**src/pac_pkg.sv**
```systemverilog
package pac_pkg;

  localparam int unsigned AddrHalfW = 64;
  localparam int unsigned KeyW = 48;

  localparam logic [47:0] OnionPfx = 48'hfd87_d87e_eb43;
  localparam logic [63:0] Nat64Hi = 64'h0064_ff9b_0000_0000;
  localparam logic [63:0] LinkLocalHi = 64'hfe80_0000_0000_0000;
  localparam logic [63:0] ShiftHi = 64'h0000_0000_0000_00ff;
  localparam logic [31:0] MappedLo = 32'h0000_ffff;
  localparam logic [31:0] TranslatedLo = 32'hffff_0000;
  localparam logic [15:0] Pfx2001 = 16'h2001;
  localparam logic [15:0] Pfx2002 = 16'h2002;
  localparam logic [15:0] DocsWord = 16'h0db8;
  localparam logic [15:0] HeWord = 16'h0470;
  localparam logic [6:0] UlaTop = 7'b1111110;
  localparam logic [7:0] LowNibbleOnes = 8'h0f;
  localparam logic [7:0] KeyTypeLocal = 8'd255;
  localparam logic [7:0] KeyTypeV4 = 8'd4;
  localparam logic [7:0] KeyTypeV6 = 8'd6;
  localparam logic [7:0] KeyTypeOnion = 8'd8;

  typedef enum logic [2:0] {
    CLS_NONE   = 3'd0,
    CLS_V4     = 3'd1,
    CLS_V6     = 3'd2,
    CLS_ONION  = 3'd3,
    CLS_TEREDO = 3'd4
  } net_e;

  typedef enum logic [2:0] {
    REACH_UNREACHABLE = 3'd0,
    REACH_DEFAULT     = 3'd1,
    REACH_TEREDO      = 3'd2,
    REACH_IPV6_WEAK   = 3'd3,
    REACH_IPV4        = 3'd4,
    REACH_IPV6_STRONG = 3'd5,
    REACH_PRIVATE     = 3'd6
  } reach_e;

  typedef enum logic [2:0] {
    KEY_NONE   = 3'd0,
    KEY_LOCAL  = 3'd1,
    KEY_V4     = 3'd2,
    KEY_6TO4   = 3'd3,
    KEY_TEREDO = 3'd4,
    KEY_ONION  = 3'd5,
    KEY_V6     = 3'd6
  } key_e;

  typedef struct packed {
    logic v4;
    logic onion;
    logic zero16;
    logic loop6;
    logic nat64;
    logic linklocal;
    logic translated;
    logic shift;
    logic p2001;
    logic sixto4;
    logic b23zero;
    logic docs;
    logic orchid;
    logic he470;
    logic ula;
    logic v4zero;
    logic v4bcast;
    logic v4priv;
    logic v4loc;
  } flags_t;

  // address bytes that the group key can pick up
  typedef struct packed {
    logic [39:0] b0to4;
    logic [7:0]  b6;
    logic [15:0] b12to13;
  } key_bytes_t;

  typedef struct packed {
    flags_t     addr;
    flags_t     peer;
    key_bytes_t bytes;
  } stage1_t;

  typedef struct packed {
    logic       valid;
    logic       routable;
    logic       host_local;
    net_e       net;
    logic       teredo;
  } class_t;

  typedef struct packed {
    class_t     addr;
    net_e       peer_net;
    logic       tunnel;
    key_e       key_kind;
    logic       he470;
    key_bytes_t bytes;
  } stage2_t;

  function automatic flags_t decode_flags(logic [AddrHalfW-1:0] hi, logic [AddrHalfW-1:0] lo);
    flags_t f;
    logic [7:0] o1;
    logic [7:0] o2;
    logic [7:0] o3;
    o1 = lo[31:24];
    o2 = lo[23:16];
    o3 = lo[15:8];
    f.v4         = (hi == '0) && (lo[63:32] == MappedLo);
    f.onion      = (hi[63:16] == OnionPfx);
    f.zero16     = (hi == '0) && (lo == '0);
    f.loop6      = (hi == '0) && (lo == 64'd1);
    f.nat64      = (hi == Nat64Hi) && (lo[63:32] == '0);
    f.linklocal  = (hi == LinkLocalHi);
    f.translated = (hi == '0) && (lo[63:32] == TranslatedLo);
    f.shift      = (hi == ShiftHi) && (lo[63:56] == 8'hff);
    f.p2001      = (hi[63:48] == Pfx2001);
    f.sixto4     = (hi[63:48] == Pfx2002);
    f.b23zero    = (hi[47:32] == '0);
    f.docs       = (hi[47:32] == DocsWord);
    f.orchid     = (hi[47:40] == '0) && ((hi[39:36] == 4'h1) || (hi[39:36] == 4'h2));
    f.he470      = (hi[47:32] == HeWord);
    f.ula        = (hi[63:57] == UlaTop);
    f.v4zero     = (lo[31:0] == '0);
    f.v4bcast    = (lo[31:0] == '1);
    f.v4loc      = (o1 == 8'd127) || (o1 == 8'd0);
    f.v4priv     = (o1 == 8'd10) ||
                   ((o1 == 8'd192) && (o2 == 8'd168)) ||
                   ((o1 == 8'd172) && (o2[7:4] == 4'h1)) ||
                   ((o1 == 8'd198) && (o2[7:1] == 7'd9)) ||
                   ((o1 == 8'd169) && (o2 == 8'd254)) ||
                   ((o1 == 8'd100) && (o2[7:6] == 2'b01)) ||
                   ((o1 == 8'd192) && (o2 == 8'd0) && (o3 == 8'd2)) ||
                   ((o1 == 8'd198) && (o2 == 8'd51) && (o3 == 8'd100)) ||
                   ((o1 == 8'd203) && (o2 == 8'd0) && (o3 == 8'd113));
    return f;
  endfunction

  function automatic class_t classify(flags_t f);
    class_t c;
    logic   is_null;
    is_null      = f.v4 ? f.v4zero : f.zero16;
    c.valid      = !f.shift && !is_null && !(f.v4 && f.v4bcast) && !(f.p2001 && f.docs);
    c.host_local = f.v4 ? f.v4loc : f.loop6;
    c.routable   = c.valid && !(f.v4 && f.v4priv) && !f.linklocal &&
                   !(f.ula && !f.onion) && !(f.p2001 && f.orchid) && !c.host_local;
    c.teredo     = f.p2001 && f.b23zero;
    if (!c.routable) begin
      c.net = CLS_NONE;
    end else if (f.v4) begin
      c.net = CLS_V4;
    end else if (c.teredo) begin
      c.net = CLS_TEREDO;
    end else if (f.onion) begin
      c.net = CLS_ONION;
    end else begin
      c.net = CLS_V6;
    end
    return c;
  endfunction

endpackage

```
**src/pac_decode.sv**
```systemverilog
module pac_decode (
  input  logic                 clk_i,
  input  logic                 rst_ni,
  input  logic                 en_i,
  input  logic                 valid_i,
  input  logic [63:0]          addr_high_i,
  input  logic [63:0]          addr_low_i,
  input  logic [63:0]          peer_high_i,
  input  logic [63:0]          peer_low_i,
  output logic                 valid_o,
  output pac_pkg::stage1_t     s1_o
);
  import pac_pkg::*;

  logic    valid_q;
  stage1_t s1_d, s1_q;

  always_comb begin
    s1_d.addr          = decode_flags(addr_high_i, addr_low_i);
    s1_d.peer          = decode_flags(peer_high_i, peer_low_i);
    s1_d.bytes.b0to4   = addr_high_i[63:24];
    s1_d.bytes.b6      = addr_high_i[15:8];
    s1_d.bytes.b12to13 = addr_low_i[31:16];
  end

  always_ff @(posedge clk_i or negedge rst_ni) begin
    if (!rst_ni) begin
      valid_q <= 1'b0;
    end else if (en_i) begin
      valid_q <= valid_i;
    end
  end

  always_ff @(posedge clk_i) begin
    if (en_i && valid_i) begin
      s1_q <= s1_d;
    end
  end

  assign valid_o = valid_q;
  assign s1_o    = s1_q;

endmodule

```
**src/pac_class.sv**
```systemverilog
module pac_class (
  input  logic                 clk_i,
  input  logic                 rst_ni,
  input  logic                 en_i,
  input  logic                 valid_i,
  input  pac_pkg::stage1_t     s1_i,
  output logic                 valid_o,
  output pac_pkg::stage2_t     s2_o
);
  import pac_pkg::*;

  logic    valid_q;
  stage2_t s2_d, s2_q;
  class_t  ac;
  class_t  pc;

  always_comb begin
    ac = classify(s1_i.addr);
    pc = classify(s1_i.peer);
    s2_d.addr     = ac;
    s2_d.peer_net = pc.net;
    s2_d.tunnel   = s1_i.addr.sixto4 || s1_i.addr.nat64 || s1_i.addr.translated;
    s2_d.he470    = s1_i.addr.p2001 && s1_i.addr.he470;
    s2_d.bytes    = s1_i.bytes;
    // group key rule, in priority order
    if (ac.host_local) begin
      s2_d.key_kind = KEY_LOCAL;
    end else if (!ac.routable) begin
      s2_d.key_kind = KEY_NONE;
    end else if (s1_i.addr.v4 || s1_i.addr.translated || s1_i.addr.nat64) begin
      s2_d.key_kind = KEY_V4;
    end else if (s1_i.addr.sixto4) begin
      s2_d.key_kind = KEY_6TO4;
    end else if (ac.teredo) begin
      s2_d.key_kind = KEY_TEREDO;
    end else if (s1_i.addr.onion) begin
      s2_d.key_kind = KEY_ONION;
    end else begin
      s2_d.key_kind = KEY_V6;
    end
  end

  always_ff @(posedge clk_i or negedge rst_ni) begin
    if (!rst_ni) begin
      valid_q <= 1'b0;
    end else if (en_i) begin
      valid_q <= valid_i;
    end
  end

  always_ff @(posedge clk_i) begin
    if (en_i && valid_i) begin
      s2_q <= s2_d;
    end
  end

  assign valid_o = valid_q;
  assign s2_o    = s2_q;

endmodule

```
**src/pac_result.sv**
```systemverilog
module pac_result (
  input  logic                 clk_i,
  input  logic                 rst_ni,
  input  logic                 en_i,
  input  logic                 valid_i,
  input  pac_pkg::stage2_t     s2_i,
  output logic                 valid_o,
  output logic                 is_valid_o,
  output logic                 is_routable_o,
  output logic                 is_local_o,
  output logic [2:0]           net_class_o,
  output logic [47:0]          group_key_o,
  output logic [2:0]           reach_code_o
);
  import pac_pkg::*;

  logic            valid_q;
  logic            is_valid_q, is_routable_q, is_local_q;
  net_e            net_q;
  logic [KeyW-1:0] key_d, key_q;
  reach_e          reach_d, reach_q;
  logic [7:0]      b0, b1, b2, b3, b4, b6, b12, b13;

  function automatic reach_e reach_of(logic rout, net_e sn, net_e dn, logic tunnel);
    reach_e r;
    r = REACH_DEFAULT;
    if (!rout) begin
      r = REACH_UNREACHABLE;
    end else begin
      case (dn)
        CLS_V4: begin
          r = (sn == CLS_V4) ? REACH_IPV4 : REACH_DEFAULT;
        end
        CLS_V6: begin
          if (sn == CLS_TEREDO) r = REACH_TEREDO;
          else if (sn == CLS_V4) r = REACH_IPV4;
          else if (sn == CLS_V6) r = tunnel ? REACH_IPV6_WEAK : REACH_IPV6_STRONG;
        end
        CLS_ONION: begin
          if (sn == CLS_V4) r = REACH_IPV4;
          else if (sn == CLS_ONION) r = REACH_PRIVATE;
        end
        CLS_TEREDO: begin
          if (sn == CLS_TEREDO) r = REACH_TEREDO;
          else if (sn == CLS_V6) r = REACH_IPV6_WEAK;
          else if (sn == CLS_V4) r = REACH_IPV4;
        end
        default: begin
          if (sn == CLS_TEREDO) r = REACH_TEREDO;
          else if (sn == CLS_V6) r = REACH_IPV6_WEAK;
          else if (sn == CLS_V4) r = REACH_IPV4;
          else if (sn == CLS_ONION) r = REACH_PRIVATE;
        end
      endcase
    end
    return r;
  endfunction

  assign b0  = s2_i.bytes.b0to4[39:32];
  assign b1  = s2_i.bytes.b0to4[31:24];
  assign b2  = s2_i.bytes.b0to4[23:16];
  assign b3  = s2_i.bytes.b0to4[15:8];
  assign b4  = s2_i.bytes.b0to4[7:0];
  assign b6  = s2_i.bytes.b6;
  assign b12 = s2_i.bytes.b12to13[15:8];
  assign b13 = s2_i.bytes.b12to13[7:0];

  always_comb begin
    case (s2_i.key_kind)
      KEY_LOCAL:  key_d = {KeyTypeLocal, 40'd0};
      KEY_V4:     key_d = {KeyTypeV4, b12, b13, 24'd0};
      KEY_6TO4:   key_d = {KeyTypeV4, b2, b3, 24'd0};
      KEY_TEREDO: key_d = {KeyTypeV4, ~b12, ~b13, 24'd0};
      KEY_ONION:  key_d = {KeyTypeOnion, b6 | LowNibbleOnes, 32'd0};
      KEY_V6: begin
        key_d = {KeyTypeV6, b0, b1, b2, b3, s2_i.he470 ? (b4 | LowNibbleOnes) : 8'd0};
      end
      default:    key_d = '0;
    endcase
    reach_d = reach_of(s2_i.addr.routable, s2_i.addr.net, s2_i.peer_net, s2_i.tunnel);
  end

  always_ff @(posedge clk_i or negedge rst_ni) begin
    if (!rst_ni) begin
      valid_q <= 1'b0;
    end else if (en_i) begin
      valid_q <= valid_i;
    end
  end

  always_ff @(posedge clk_i) begin
    if (en_i && valid_i) begin
      is_valid_q    <= s2_i.addr.valid;
      is_routable_q <= s2_i.addr.routable;
      is_local_q    <= s2_i.addr.host_local;
      net_q         <= s2_i.addr.net;
      key_q         <= key_d;
      reach_q       <= reach_d;
    end
  end

  assign valid_o       = valid_q;
  assign is_valid_o    = is_valid_q;
  assign is_routable_o = is_routable_q;
  assign is_local_o    = is_local_q;
  assign net_class_o   = net_q;
  assign group_key_o   = key_q;
  assign reach_code_o  = reach_q;

endmodule

```
**src/peer_address_classifier_top.sv**
```systemverilog
// peer address classifier
// input channel: in_valid_i / in_ready_o with an address pair, each address as
// two 64-bit big-endian halves (ipv4 in mapped form)
// output channel: out_valid_o / out_ready_i with validity, routability,
// locality, network class, 48-bit group key and reach code of the address
// toward the peer
// three register stages: prefix decode of both addresses, classification and
// key rule select, then key assembly and reach code into the output register
// an accepted item moves through the decode, class and result registers in turn,
// and out_valid_o shows it from the result register; one item per cycle is taken and
// delivered as long as out_ready_i stays high
// each stage moves when it is empty or the stage after it moves, so a stalled
// receiver fills the empty stages first and only then drops in_ready_o
// reset clears the stage valid bits; payload registers keep whatever they hold
// and no item is shown until a new one is accepted
module peer_address_classifier_top (
  input  logic        clk_i,
  input  logic        rst_ni,
  input  logic        in_valid_i,
  output logic        in_ready_o,
  input  logic [63:0] addr_high_i,
  input  logic [63:0] addr_low_i,
  input  logic [63:0] peer_high_i,
  input  logic [63:0] peer_low_i,
  output logic        out_valid_o,
  input  logic        out_ready_i,
  output logic        is_valid_o,
  output logic        is_routable_o,
  output logic        is_local_o,
  output logic [2:0]  net_class_o,
  output logic [47:0] group_key_o,
  output logic [2:0]  reach_code_o
);
  import pac_pkg::*;

  logic    v1, v2, v3;
  logic    en1, en2, en3;
  stage1_t s1;
  stage2_t s2;

  assign en3        = !v3 || out_ready_i;
  assign en2        = !v2 || en3;
  assign en1        = !v1 || en2;
  assign in_ready_o = en1;
  assign out_valid_o = v3;

  pac_decode u_decode (
    .clk_i       (clk_i),
    .rst_ni      (rst_ni),
    .en_i        (en1),
    .valid_i     (in_valid_i),
    .addr_high_i (addr_high_i),
    .addr_low_i  (addr_low_i),
    .peer_high_i (peer_high_i),
    .peer_low_i  (peer_low_i),
    .valid_o     (v1),
    .s1_o        (s1)
  );

  pac_class u_class (
    .clk_i   (clk_i),
    .rst_ni  (rst_ni),
    .en_i    (en2),
    .valid_i (v1),
    .s1_i    (s1),
    .valid_o (v2),
    .s2_o    (s2)
  );

  pac_result u_result (
    .clk_i         (clk_i),
    .rst_ni        (rst_ni),
    .en_i          (en3),
    .valid_i       (v2),
    .s2_i          (s2),
    .valid_o       (v3),
    .is_valid_o    (is_valid_o),
    .is_routable_o (is_routable_o),
    .is_local_o    (is_local_o),
    .net_class_o   (net_class_o),
    .group_key_o   (group_key_o),
    .reach_code_o  (reach_code_o)
  );

endmodule

```
**config.mk**
```make
export PLATFORM = sky130hd
export DESIGN_NAME = peer_address_classifier_top
export DESIGN_NICKNAME = d
export VERILOG_FILES = /design/src/pac_pkg.sv /design/src/pac_decode.sv /design/src/pac_class.sv /design/src/pac_result.sv /design/src/peer_address_classifier_top.sv
export SDC_FILE = /design/constraint.sdc
export NUM_CORES = 1
export LEC_CHECK = 0
export BUFFER_PORTS_ARGS = -buffer_cell sky130_fd_sc_hd__buf_4
export CAP_MARGIN = 20
export CORE_MARGIN = 2
export CORE_UTILIZATION = 47
export CTS_BUF_LIST = sky130_fd_sc_hd__clkbuf_8
export DETAILED_ROUTE_END_ITERATION = 10
export GPL_ROUTABILITY_DRIVEN = 1
export HOLD_SLACK_MARGIN = 0.1
export PLACE_DENSITY_LB_ADDON = 0.12
export RECOVER_POWER = 25
export SYNTH_ARGS = -nofsm -noshare
export SYNTH_HDL_FRONTEND = slang
export SYNTH_SLANG_ARGS = --single-unit
```
**constraint.sdc**
```tcl
create_clock -name clk_i -period 3 [get_ports clk_i]
set_input_delay 0.3 -clock clk_i [delete_from_list [all_inputs] [get_ports clk_i]]
set_output_delay 0.3 -clock clk_i [all_outputs]
set_load 0.01 [all_outputs]
```
# After elaboration in Yosys (flattened, before gate mapping)
# Cells that the tools add are included.
[totals]
memories = 0
in_bits = 260
register_bits = 236
word_cells = 309
romBits = 0
ram_bits = 0
out_inout_bits = 59
latchBits = 0
[op_classes]
addsub = 0
shift = 0
muxes = 29
reduce_logical = 137
eq_ne = 76
multipliers = 0
order_cmp = 0
div_mod_pow = 0
bitwise = 4
[ops]
columns = ["operator", "n"]
rows = [
  ["48-bit case mux with 6 select lines", 1],
  ["64-bit zero test", 4],
  ["64-bit by 1-bit == test with 1-bit output (second input constant)", 2],
  ["64-bit == test (second input constant)", 2],
  ["64-bit by 8-bit == test with 1-bit output (second input constant)", 2],
  ["8-bit == test (second input constant)", 16],
  ["32-bit == test (second input constant)", 3],
  ["48-bit == test (second input constant)", 2],
  ["32-bit zero test", 3],
  ["1-bit logical AND", 66],
  ["32-bit by 16-bit == test with 1-bit output (second input constant)", 2],
  ["64-bit by 55-bit == test with 1-bit output (second input constant)", 1],
  ["8-bit by 7-bit == test with 1-bit output (second input constant)", 8],
  ["16-bit by 14-bit == test with 1-bit output (second input constant)", 3],
  ["8-bit zero test", 6],
  ["3-bit two-way mux", 13],
  ["16-bit by 12-bit == test with 1-bit output (second input constant)", 2],
  ["16-bit zero test", 2],
  ["1-bit logical OR", 27],
  ["1-bit zero test", 23],
  ["3-bit by 2-bit == test with 1-bit output (second input constant)", 6],
  ["16-bit by 11-bit == test with 1-bit output (second input constant)", 1],
  ["4-bit by 1-bit == test with 1-bit output (second input constant)", 4],
  ["8-bit by 2-bit == test with 1-bit output (second input constant)", 2],
  ["other kinds (17)", 45],
]

# Depth between registers and ports, before layout
[logic_depth]
ltp_word = 12
depth_mapped = 7

# Modules after synthesis
# Synthesis repeated with hierarchy kept, for this count alone.
[unflattened]
hier_cells = 757
hier_area_um2 = 10263.6
[modules_own_cells]
columns = ["mod", "instances", "area_each_um2", "seq_area_each_um2", "cells_per_inst"]
rows = [
  ["pac_decode", 1, 5033.6, 3088.0, 420],
  ["pac_class", 1, 2715.1, 2397.3, 127],
  ["pac_result", 1, 2492.4, 1526.5, 207],
  ["peer_address_classifier_top", 1, 22.5, 0.0, 3],
]

# Least setup slack after synthesis
# No wires, ideal clock.
[synth_path]
path_type = "reg2reg"
startpoint = "reg u_result.valid_q, in the netlist u_result.valid_o"
endpoint = "reg u_decode.s1_q (netlist bit u_decode.s1_o[0]), enable pin"
synth_period_minus_slack_ns = 3.300
t_arrival_ns = 2.842
stages_incl_launch_ff = 4
setup_slack_ns = -0.300
path_cell_list = "dfrtp_1 -> nor2b_1 -> nand3_1 -> and2_1"
[synth_via]
elab_chain_len = 5
[synth_rtl]
columns = ["element", "line_no", "text"]
rows = [
  ["start: declaration", "pac_result.sv:17", "logic valid_q;"],
  ["start signal: assignment", "pac_result.sv:87", "valid_q <= valid_i;"],
  ["1-bit zero test", "peer_address_classifier_top.sv:41", "assign en3 = !v3 || out_ready_i;"],
  ["1-bit logical OR", "peer_address_classifier_top.sv:41", ""],
  ["1-bit logical OR", "peer_address_classifier_top.sv:42", "assign en2 = !v2 || en3;"],
  ["1-bit logical OR", "peer_address_classifier_top.sv:43", "assign en1 = !v1 || en2;"],
  ["net in_ready_o", "peer_address_classifier_top.sv:20", "output logic in_ready_o,"],
  ["1-bit logical AND", "pac_decode.sv:35", "if (en_i && valid_i) begin"],
  ["end signal: assignment", "pac_decode.sv:36", "s1_q <= s1_d;"],
  ["end: declaration", "pac_decode.sv:16", "stage1_t s1_d, s1_q;"],
]
# The timed path passes the listed nets, and every way through them passes these cells.
# A chain may end at the register's enable or synchronous reset.

==> flow_summary.json <==
{
  "ys_ff_latch": 213,
  "antenna_cells": 0,
  "die_area_um2": 21100,
  "hold_class": "input pin to flip-flop",
  "p_seq_share_pct": 52.5,
  "swShare_pct": 24.0,
  "die_w_um": 145,
  "nets": 1383,
  "cts_made_buffers": 35,
  "initial_core_util_pct": 48.0,
  "drive_gt1_share_pct": 28.2,
  "clock_latency_ps": 520,
  "yosysTopAreaCell": "edfxtp_1",
  "vias": 7880,
  "post_drt_wl_per_cell_um": 20.0,
  "globalplace.congestion": 0.954,
  "worstMarginPinSlew_ps": 890,
  "gr-total-overflow": 0,
  "portBuffers": 318,
  "viasPerCell": 5.58,
  "worst-path-max-fanout": 6,
  "hold_violations": 0,
  "antenna_found_initial": 0,
  "syn_nets": 978,
  "slew_headroom_pct": 40.6,
  "synth_top_flop_cell": "edfxtp_1",
  "die_y_um": 145,
  "grt_pass1_wl_um": 42600,
  "cts_tree": "done",
  "dpl_cell_area_um2": 12100,
  "ys_warn_count": 0,
  "grt_pass1_vias": 7999,
  "critPathLaunchType": "input pin",
  "synthCells": 718,
  "finClkSkew_ps": 31.0,
  "finalSetupViolations": 0,
  "syn_area_per_cell_um2": 13.1,
  "cts.reportedPaths.clkPinSlew_ps": 60,
  "end_kind": "flip-flop",
  "cp.required_ps": 3350,
  "min_period_ps": 2200,
  "rows": 51,
  "drcViolationCount": 0,
  "clkSinkCount": 213,
  "p_switching_mw": 1.68,
  "syn_area_um2": 9380,
  "synth_top_area_share_pct": 67.3,
  "critical_path_arrival_ps": 2550,
  "p_clk_share_pct": 33.7,
  "first_pass_iters": 5,
  "synth.distinct_cells": 52,
  "slew_violations": 0,
  "grt_max_degree": 71,
  "synth_edf_count": 210,
  "clockRootBuffer": "clkbuf_8",
  "rsz0062_at_grt": "no",
  "final_cell_area_um2": 13100,
  "cts_setup_buffers": 0,
  "ir_worst_vdd_mv": 0.271,
  "core_um2": 19500,
  "synthToLayoutAreaGrowth_pct": 40.2,
  "clockBufferDepth": 3,
  "drt_iter0_drc": 525,
  "synth_area_leaders": "edfxtp_1 67%, nor4_1 4.2%, nand4_1 3.8%, nand2_1 2.2%, nor2_1 2.1%",
  "fin_crit_sh_pct": 73.3,
  "combPwrFrac_pct": 13.7,
  "p_leak_nw": 4.87,
  "postSynth.asyncResetShare_pct": 1.41,
  "h-tree-depth": 2,
  "ios": 319,
  "track_usage_pct": 26.1,
  "ys_seq_area_share_pct": 68.1,
  "min_path_cells": 3,
  "worst-r2r-cell-count": 5,
  "intPower_mw": 5.34,
  "timing.fmax_mhz": 455,
  "ant_nets": 0,
  "max-cap-violations": 0,
  "status": "complete, no violations",
  "dp.final_hpwl_um": 21600,
  "pwr_density_cell_nw_per_um2": 534,
  "drt-total-wl_um": 28300,
  "tns_ps": 0,
  "path_class": "input pin to flip-flop"
}
-- cells by family after synthesis --
kind of cell           count (synthesis)  synth area share, %
AND/OR/NAND/NOR                      395                 24.2
multiplexers                           6                0.641
AO/OA/AOI/OAI                         71                 5.38
buffers and inverters                 30                 1.49
XOR/XNOR                               3                0.280
flip-flops                           213                 68.1
-- cell type report --
class | count | area, um2
multi-input cells | 475 | 2860
flip-flops and latches | 213 | 6380
inverters | 11 | 41.3
repair buffers | 387 | 2880
clock inverters | 25 | 158
well taps | 265 | 332
clock buffers | 36 | 495
fillers | 1549 | 6380
-- worst max-delay path, cell delays in order --
cell,delay [ps]
dlygate4sd3_1,530
clkbuf_1,360
nand4_1,300
or4_1,480
or4_1,420
nor3_1,150
-- synthesized netlist by cell type, types with 7 or more instances --
cell and number:
a21oi_1 19, and2_1 23, and3_1 12, buf_4 7, clkbuf_1 11, edfxtp_1 210, inv_1 11, nand2_1 55
nand2b_1 21, nand3_1 15, nand4_1 57, nor2_1 52, nor2b_1 10, nor3_1 37, nor4_1 63, o21ai_0 14
o221ai_1 12, or4_1 9
-- power groups by stage --
stage,clock (mW),sequential [mW],combinational [mW]
2_1_floorplan,0,3.76,0.306
3_3_place_gp,0,3.74,0.914
3_5_place_dp,0,3.74,0.925
4_1_cts,2.43,3.69,0.994
5_1_grt,2.55,3.71,1.04
6_report,2.37,3.69,0.964
-- what timing repair did --
item,CTS,global route
resized for setup,0,0
hold buffers,62,0
endpoints found under the hold margin,67,0
-- worst paths after layout --
| path | from | endpoint | slack, ps |
|---|---|---|---|
| max | addr_high_i[48] | u_decode.s1_o[100] | 800 |
| min | peer_high_i[37] | u_decode.s1_o[70] | 140 |
| max reg2reg | u_decode.s1_o[101] | u_class.s2_o[65] | 1000 |
| min reg2reg | u_decode.s1_o[56] | u_class.s2_o[56] | 390 |
| max in group asynchronous | rst_ni | u_class.valid_o | 2180 |
| min in group asynchronous | rst_ni | u_result.valid_o | 680 |
-- flip-flops by register name (all words and copies together), names as in the netlist --
signal                  flops
u_class.s2_o               70
u_class.valid_o             1
u_decode.s1_o              90
u_decode.valid_o            1
u_result.group_key_o       41
u_result.is_local_o         1
u_result.is_routable_o      1
u_result.is_valid_o         1
u_result.net_class_o        3
u_result.reach_code_o       3
u_result.valid_o            1
-- routing by layer --
| metal | wire length, um | GRT usage (%) |
|---|---|---|
| met3 | 2140 | 5.44 |
| met1 | 11200 | 33.1 |
| met5 | 0 | 0 |
| met2 | 14100 | 44.8 |
| met4 | 815 | 9.07 |
-- layout by cell type, fill, tap and decap left out, types with 6 or more instances in the layout --
cell type        n
nor2b_1         10
clkbuf_1        56
dlygate4sd3_1   62
edfxtp_1       210
and3_1          12
nand4b_1         6
o21ai_0         14
nand2b_1        21
inv_1           20
or4_1            9
o221ai_1        12
nor4_1          63
or3_1            6
nand4_1         57
clkinv_1        10
mux2i_1          6
nand3_1         15
clkbuf_8        36
nor2_1          52
buf_4          264
a21oi_1         19
and2_1          20
nand2_1         55
nor3_1          37
-- through the flow --
stage	setup WS [ps]	total power [mW]	utilization [%]	hold WS, ps	instances
6_report	801	7.02	67.3	144	1412
4_1_cts	944	7.11	68.4	112	1412
2_1_floorplan	291	4.06	-	4.41	718
3_3_place_gp	878	4.65	61.9	89.6	1289
3_5_place_dp	824	4.67	61.9	89.8	1289
5_1_grt	677	7.29	67.3	137	1412
Note: power is estimated with default switching activity, not from simulation.
